## src/rtl/assert_macros.svh

```systemverilog
// ----------------------------------------------------------------------------
// assertion macros used by the rank fusion datapath
// ----------------------------------------------------------------------------
`ifndef ASSERT_MACROS_SVH
`define ASSERT_MACROS_SVH

// same-cycle implication
`define RFK_ASSERT_IMP(lbl, clk, rst_n, ante, cons) \
    lbl: assert property (@(posedge clk) disable iff (!rst_n) (ante) |-> (cons)) \
        else $error("rank fusion assertion failed");

// next-cycle implication
`define RFK_ASSERT_NXT(lbl, clk, rst_n, ante, cons) \
    lbl: assert property (@(posedge clk) disable iff (!rst_n) (ante) |=> (cons)) \
        else $error("rank fusion assertion failed");

`endif

```

## src/rtl/rfk_pkg.sv

```systemverilog
// ----------------------------------------------------------------------------
// rfk_pkg
// shared types, codes and constants of the rank fusion top-k block
// ----------------------------------------------------------------------------
package rfk_pkg;

    localparam int KEY_W      = 64;
    localparam int SCORE_W    = 48;
    localparam int SRC_W      = 3;
    localparam int RANK_W     = 10;
    localparam int HSCORE_W   = 16;
    localparam int WGT_W      = 16;
    localparam int LIM_W      = 7;
    localparam int STRAT_W    = 2;
    localparam int CFG_IDX_W  = 3;
    localparam int CFG_DATA_W = 16;

    localparam int MAX_DOCS_DEF  = 64;
    localparam int FRAC_BITS_DEF = 24;
    localparam int OUT_LIMIT     = 64;

    // divider widths cover every strategy at the default fraction width
    localparam int DIV_W = 48;
    localparam int DEN_W = 26;

    localparam int RANK_BIAS  = 60;
    localparam int BORDA_BASE = 100;
    localparam int ONE_Q15    = 32768;

    // register indexes
    localparam logic [CFG_IDX_W-1:0] REG_STRATEGY  = 3'd0;
    localparam logic [CFG_IDX_W-1:0] REG_LIMIT     = 3'd1;
    localparam logic [CFG_IDX_W-1:0] REG_W_TEXT    = 3'd2;
    localparam logic [CFG_IDX_W-1:0] REG_W_PATH    = 3'd3;
    localparam logic [CFG_IDX_W-1:0] REG_W_SYMBOL  = 3'd4;
    localparam logic [CFG_IDX_W-1:0] REG_W_GRAPH   = 3'd5;
    localparam logic [CFG_IDX_W-1:0] REG_W_VECTOR  = 3'd6;

    // strategies
    localparam logic [STRAT_W-1:0] STRAT_WSUM   = 2'd0;
    localparam logic [STRAT_W-1:0] STRAT_RRANK  = 2'd1;
    localparam logic [STRAT_W-1:0] STRAT_BORDA  = 2'd2;
    localparam logic [STRAT_W-1:0] STRAT_WRECIP = 2'd3;

    // sources
    localparam logic [SRC_W-1:0] SRC_TEXT   = 3'd0;
    localparam logic [SRC_W-1:0] SRC_PATH   = 3'd1;
    localparam logic [SRC_W-1:0] SRC_SYMBOL = 3'd2;
    localparam logic [SRC_W-1:0] SRC_GRAPH  = 3'd3;
    localparam logic [SRC_W-1:0] SRC_VECTOR = 3'd4;

    localparam logic [STRAT_W-1:0] STRAT_RST = STRAT_WRECIP;
    localparam logic [LIM_W-1:0]   LIMIT_RST = 7'd64;
    localparam logic [WGT_W-1:0]   WGT_RST   = 16'd16384;

    typedef enum logic [3:0] {
        S_IDLE,
        S_MUL1,
        S_MUL2,
        S_START,
        S_WAIT,
        S_UPDATE,
        S_SORT,
        S_CHECK,
        S_SCAN,
        S_EMIT
    } t_state;

    typedef struct packed {
        logic latch;
        logic mul1;
        logic mul2;
        logic calc_start;
        logic update;
        logic sort_init;
        logic scan_start;
        logic emit;
        logic batch_clear;
    } t_cmd;

    typedef struct packed {
        logic calc_busy;
        logic scan_busy;
        logic sort_more;
        logic out_free;
    } t_sts;

endpackage

```

## src/rtl/rfk_ctrl.sv

```systemverilog
// ----------------------------------------------------------------------------
// rfk_ctrl
// sequencer: hit arithmetic, table lookup and update, then the sort passes
// ----------------------------------------------------------------------------
module rfk_ctrl (
    input  logic          i_clk,
    input  logic          i_rst_n,
    input  logic          i_valid,
    input  logic          i_has_hit,
    input  logic          i_batch_end,
    output logic          o_ready,
    output rfk_pkg::t_cmd o_cmd,
    input  rfk_pkg::t_sts i_sts
);

    rfk_pkg::t_state r_state, n_state;
    logic            r_end, n_end;

    always_ff @(posedge i_clk) begin
        if (!i_rst_n) begin
            r_state <= rfk_pkg::S_IDLE;
            r_end   <= 1'b0;
        end else begin
            r_state <= n_state;
            r_end   <= n_end;
        end
    end

    always_comb begin
        n_state = r_state;
        n_end   = r_end;
        o_ready = 1'b0;
        o_cmd   = '0;
        unique case (r_state)
            rfk_pkg::S_IDLE: begin
                // no transfer while reset is held
                o_ready = i_rst_n;
                if (i_valid) begin
                    o_cmd.latch = 1'b1;
                    n_end       = i_batch_end;
                    if (i_has_hit) begin
                        n_state = rfk_pkg::S_MUL1;
                    end else if (i_batch_end) begin
                        n_state = rfk_pkg::S_SORT;
                    end
                end
            end
            rfk_pkg::S_MUL1: begin
                o_cmd.mul1 = 1'b1;
                n_state    = rfk_pkg::S_MUL2;
            end
            rfk_pkg::S_MUL2: begin
                o_cmd.mul2 = 1'b1;
                n_state    = rfk_pkg::S_START;
            end
            rfk_pkg::S_START: begin
                // divider and key search run side by side
                o_cmd.calc_start = 1'b1;
                n_state          = rfk_pkg::S_WAIT;
            end
            rfk_pkg::S_WAIT: begin
                if (!i_sts.calc_busy) begin
                    n_state = rfk_pkg::S_UPDATE;
                end
            end
            rfk_pkg::S_UPDATE: begin
                o_cmd.update = 1'b1;
                n_state      = r_end ? rfk_pkg::S_SORT : rfk_pkg::S_IDLE;
            end
            rfk_pkg::S_SORT: begin
                o_cmd.sort_init = 1'b1;
                n_state         = rfk_pkg::S_CHECK;
            end
            rfk_pkg::S_CHECK: begin
                if (i_sts.sort_more) begin
                    o_cmd.scan_start = 1'b1;
                    n_state          = rfk_pkg::S_SCAN;
                end else begin
                    o_cmd.batch_clear = 1'b1;
                    n_state           = rfk_pkg::S_IDLE;
                end
            end
            rfk_pkg::S_SCAN: begin
                if (!i_sts.scan_busy) begin
                    n_state = rfk_pkg::S_EMIT;
                end
            end
            rfk_pkg::S_EMIT: begin
                if (i_sts.out_free) begin
                    o_cmd.emit = 1'b1;
                    n_state    = rfk_pkg::S_CHECK;
                end
            end
            default: begin
                n_state = rfk_pkg::S_IDLE;
            end
        endcase
    end

endmodule

```

## config.mk

```make
export PLATFORM = sky130hd
export DESIGN_NAME = rfk_ctrl
export DESIGN_NICKNAME = d
export VERILOG_FILES = /design/src/rtl/assert_macros.svh /design/src/rtl/rfk_pkg.sv /design/src/rtl/rfk_ctrl.sv
export SDC_FILE = /design/constraint.sdc
export NUM_CORES = 1
export LEC_CHECK = 0
export ABC_CLOCK_PERIOD_IN_PS = 3100
export BUFFER_PORTS_ARGS = -buffer_cell sky130_fd_sc_hd__buf_4
export CORE_AREA = 10 10 47 49
export DETAILED_ROUTE_END_ITERATION = 10
export DIE_AREA = 0 0 57 59
export PLACE_DENSITY = 0.7
export SYNTH_ARGS = -nofsm -noshare
export SYNTH_HDL_FRONTEND = slang
export SYNTH_SLANG_ARGS = --single-unit
export TNS_END_PERCENT = 100
```

## constraint.sdc

```tcl
create_clock -name i_clk -period 3.1 [get_ports i_clk]
set_input_delay 0.155 -clock i_clk [delete_from_list [all_inputs] [get_ports i_clk]]
set_output_delay 0.155 -clock i_clk [all_outputs]
set_load 0.005 [all_outputs]
```

Yosys cells after proc, flatten, opt, wreduce, memory -nomap -nowiden

Index checks and enable logic that the tools add are counted.

Eq/ne operators: 14
Mux-type cells: 23
Reductions and logical operators: 3

Operator list:

| kind                 | count |
|---|---|
| $pmux W4 S10         | 1 |
| $mux W4              | 7 |
| $eq A4 B3 Y1 const B | 4 |
| $mux W1              | 14 |
| $eq A4 B2 Y1 const B | 2 |
| $eq A4 B4 Y1 const B | 2 |
| $ne A2 B2 Y1 const B | 4 |
| $reduce_and A5 Y1    | 1 |
| $eq A4 B1 Y1 const B | 1 |
| $logic_not A4 Y1     | 1 |
| $mux W3              | 1 |
| $ne A3 B3 Y1 const B | 1 |
| $reduce_and A2 Y1    | 1 |

Bits in registers: 5
Input bits: 9

Longest topological paths before layout

Word-level depth: 4
Mapped depth: 5
Depth with buffers taken out: 4

Worst setup path before layout

OpenSTA, ideal clock, no wires.

Path type: register to register
From: register r_state[2]
To: register r_state[3]
Library setup time: 0.125 ns
Arrival: 1.174 ns
Data required time: 2.975 ns
Path slack: 1.801 ns
Stages on the path, launching flop included: 4
Path buffers: 0
Period minus slack after synthesis: 1.299 ns
Path through: dfxtp_1 and4bb_2 a32o_1 o41a_1

Cells in the longest elaborated chain, start to end: 3
Elaborated cells between the ends (all ways): 17
Classes of those cells: eq/ne (14); mux (1); reduce/logical (2)

RTL lines:

| item                                                   | line           | RTL |
|---|---|---|
| start, declared                                        | rfk_ctrl.sv:16 | `rfk_pkg::t_state r_state, n_state;` |
| start signal, assigned                                 | rfk_ctrl.sv:21 | `r_state <= rfk_pkg::S_IDLE;` |
| start signal, assigned                                 | rfk_ctrl.sv:24 | `r_state <= n_state;` |
| $eq A4 B3 Y1 (tied with other cells)                   | rfk_ctrl.sv:34 | `unique case (r_state)` |
| $ne A2 B2 Y1 (no line) or $ne A3 B3 Y1 (tied branches) | -              |  |
| $reduce_and A5 Y1 (no line)                            | -              |  |

Several ways; a longest one is shown, not always the timed one.
A chain may end at the register's enable or synchronous reset.

Final worst setup path

Same ends and word-level chain as after synthesis.

==> results.txt <==
The final cycle utilization of the critical path is 0.525, and the arrival time reported for the critical path endpoint is 1.75 ns. For the final routed database, the setup TNS stands at 0 ns. The critical path ends at r_state[3]$_SDFFE_PN0P_. Tracing the worst setup path back leads to its startpoint at r_state[2]$_SDFFE_PN0P_. The largest single stage delay on the critical path is 0.57 ns.

The cell count of the worst reg-to-reg path was 3; the mean post-synth cell area was 7.85 um2. Setup repair after global routing left no endpoint under its margin. The tools report the remaining antenna violation count as 0.

Commonest register cell after synthesis: sky130_fd_sc_hd__dfxtp_1. In this run the worst hold path is classified as input port to flop. The destination of the worst register-to-register timing path is r_state[3]$_SDFFE_PN0P_.

The type of the worst setup path is flop to flop. The tools report the number of antenna cells inserted as 0. The tool flagged a number of max-cap violations equal to 0. Synthesis produced a netlist with a net count of 67. In this run the standard cell core region covers 1400 um2.

For the timing-limited maximum frequency, the log shows 614 MHz. Walking the worst path, the cells encountered are and4bb_2, a32o_1, o41a_1. The routed wire length per instance was 14.0 um. Cell family contributing the most delay on the critical path: compound AO/OA/AOI/OAI gates. Across the VDD grid, the largest voltage drop is 0.336 mV. At the end of routability-driven placement, the weighted congestion stood at 0.809. Clock skew on the completed layout was measured at 0.00297 ns. The fraction of final layout cells with drive strength greater than 1 was 0.368; the total congestion overflow was 0.

At the later pin of the worst-skew pair, clock insertion delay measures 0.24 ns. In this run the worst path has a maximum fanout of 14. The largest net degree at the start of global routing is 15. Total routing resource utilization after global routing: 0.0751.

Counting buffers and inverters, the worst setup path is 3 cells deep. The maximum root-to-sink buffer count was 2; the number of vias per cell after detailed routing was 5.52. The tools report the startpoint class of the critical path as a flop. The first global-routing pass estimated 2040 um of wire.

The pre-antenna-repair detailed-routing pass consisted of 4 iterations. The root buffer selected by CTS is sky130_fd_sc_hd__clkbuf_4. The number of flops mapped to enable cells by yosys came out at 0. The initial core utilization came out at 0.325.

For this design, the CTS-stage hold fixing added 0 buffers. Setup violations remaining at the end of the flow were counted as 0. The tools report the element type at the critical path end as a flop. The tools report the summed instance area of the synthesized netlist as 455 um2. The post-synthesis cell type count came out at 31. The logs give 0.179 ns for the worst hold margin and 0 for the count of unresolved DRC violations after routing. The fraction of synthesis flops using an asynchronous set or reset pin works out to 0. From synthesis to final layout, the design area changed by 33.0%.

The leading area contributor after synthesis was sky130_fd_sc_hd__dfxtp_1. The total number of nets in the final design is 86. Ranked by total cell area, the synthesized netlist is headed by sky130_fd_sc_hd__dfxtp_1 (22%), sky130_fd_sc_hd__nor3_1 (7.7%), sky130_fd_sc_hd__inv_1 (5.8%). The clock sink count was 5.

The HPWL after detailed placement is 1010 um. The post-cts resize count is 0, and the number of global-route vias before repair is 468. The tools report the final cell utilization of the core as 0.432. The initial antenna violation count was 0. Clock-pin slew was measured on the worst setup and hold paths at 0.04 ns. During placement, the flow inserted port buffers numbering 18.

The logs give 0 for the final number of max-transition violations and 0.682 for the worst relative slew slack. TritonCTS built the clock tree. The power per cell area was 593 nW/um2; the leakage power figure was 0.253 nW.

At the pin with the least slew margin, the transition time is 0.476 ns. Together, buffers and inverters on the worst path number 0. Once routing completed, OpenROAD measured the worst setup slack at 1.47 ns.

In this run the vertical extent of the chip is 59 um. The register area share after synthesis was 0.220; the synthesis warning total was 0. The flow ran to the end, and the final reports show no timing, DRC or antenna violations.

The startpoint of the worst register-to-register path is r_state[2]$_SDFFE_PN0P_. The share of the synthesized area in the top cell type was 0.220. The number of top-level pins is 19.

Buffers inserted during clock tree synthesis total 3. Row generation in the floorplan step produced 14 rows. Once the clock tree was built, the setup fixing pass inserted 0 buffers.

Counting flops and latches in the post-synthesis netlist gives 5. In this run the register-to-register setup slack is 1.47 ns. The routed design has 1290 um of wire. Post-synthesis cell count: 58. Highest-delay cell along the critical path: sky130_fd_sc_hd__dfxtp_1. The number of hold violations in the final report is 0, and the die extent in x is 57 um.

The detailed router finished its first iteration with 9 violations. Deepest level of the CTS H-tree: 1. Data on the critical path is required at its endpoint by 3.22 ns. Prior to clock tree synthesis, the placed netlist has a worst setup slack of 1.50 ns. The run gives 508 as the overall via count from detail_route. For the finished layout, the period the worst path requires is 1.63 ns. The floorplan step defined a die boundary enclosing 3360 um2.
[placed cells by master, fill, tap and decap left out, types with 2 or more instances in the layout]
cell type,n
sky130_fd_sc_hd__buf_4,18
sky130_fd_sc_hd__mux2i_1,2
sky130_fd_sc_hd__nor3_1,7
sky130_fd_sc_hd__nor2_1,7
sky130_fd_sc_hd__clkbuf_4,3
sky130_fd_sc_hd__inv_1,7
sky130_fd_sc_hd__nand3b_1,2
sky130_fd_sc_hd__o2111a_1,2
sky130_fd_sc_hd__o21ai_0,3
sky130_fd_sc_hd__dfxtp_1,5
[metrics by stage]
step | instance area, um2 | instances | power [mW]
floorplan | 455 | 58 | 0.229
global placement | 579 | 88 | 0.281
detailed placement | 579 | 88 | 0.283
CTS | 606 | 92 | 0.361
global route | 606 | 92 | 0.387
finish | 606 | 92 | 0.359
[worst min path at each step]
stage                         end  cells after the start  slack [ns]   startpoint
5_1_grt        r_end$_SDFFE_PN0P_                      3        0.19  i_batch_end
3_5_place_dp   r_end$_SDFFE_PN0P_                      3        0.42  i_batch_end
6_report       r_end$_SDFFE_PN0P_                      3        0.18  i_batch_end
4_1_cts        r_end$_SDFFE_PN0P_                      3        0.17  i_batch_end
2_1_floorplan  r_end$_SDFFE_PN0P_                      2        0.29      i_rst_n
3_3_place_gp   r_end$_SDFFE_PN0P_                      3        0.41  i_batch_end
[cell families (layout without fill, tap and decap cells)]
kind of cell / Yosys count / after routing / synth area share
buffers and inverters: 11 / 29 / 0.126
muxes: 2 / 2 / 0.0440
AOI/OAI and AO/OA: 14 / 14 / 0.277
DFF: 5 / 5 / 0.220
and+or+nand+nor: 26 / 26 / 0.332
[registers in the layout, indices dropped and copies added, names as in the netlist]
name and count:
r_end 1, r_state 4
[power by group]
part	internal, mW	switching (mW)	leakage (nW)	total [mW]
Sequential	0.0786	0.0416	0.0410	0.120
Clock	0.0486	0.0262	0.0150	0.0748
Combinational	0.0874	0.0768	0.197	0.164
Total	0.215	0.145	0.253	0.359
[metal layers]
layer  track usage  vias up  part of all wire
met3        0.0193        2             0.038
met1        0.0768      238              0.41
met5             0        -                 0
met4        0.0503        0            0.0062
li1              -      251                 -
met2         0.132       17              0.54
[tightest hold or removal path, delay by kind of cell]
| kind | cells | cell delay (ns) |
|---|---|---|
| and+or+nand+nor | 1 | 0.09 |
| muxes | 1 | 0.06 |
| buffers and inverters | 1 | 0.08 |
[cell usage after synthesis, types with 2 or more instances]
| cell type | number |
|---|---|
| sky130_fd_sc_hd__nand3b_1 | 2 |
| sky130_fd_sc_hd__mux2i_1 | 2 |
| sky130_fd_sc_hd__inv_1 | 7 |
| sky130_fd_sc_hd__nor2_1 | 7 |
| sky130_fd_sc_hd__dfxtp_1 | 5 |
| sky130_fd_sc_hd__o21ai_0 | 3 |
| sky130_fd_sc_hd__nor3_1 | 7 |
| sky130_fd_sc_hd__o2111a_1 | 2 |
[cell type report]
cell class / instances / area [um2]
fill: 146 / 796
multi-input combinational: 42 / 298
timing repair buffer: 18 / 135
sequential: 5 / 100
clock buffer: 4 / 26.3
inverter: 7 / 26.3
tap: 16 / 20.0
Note: power is estimated with default switching activity, not from simulation.
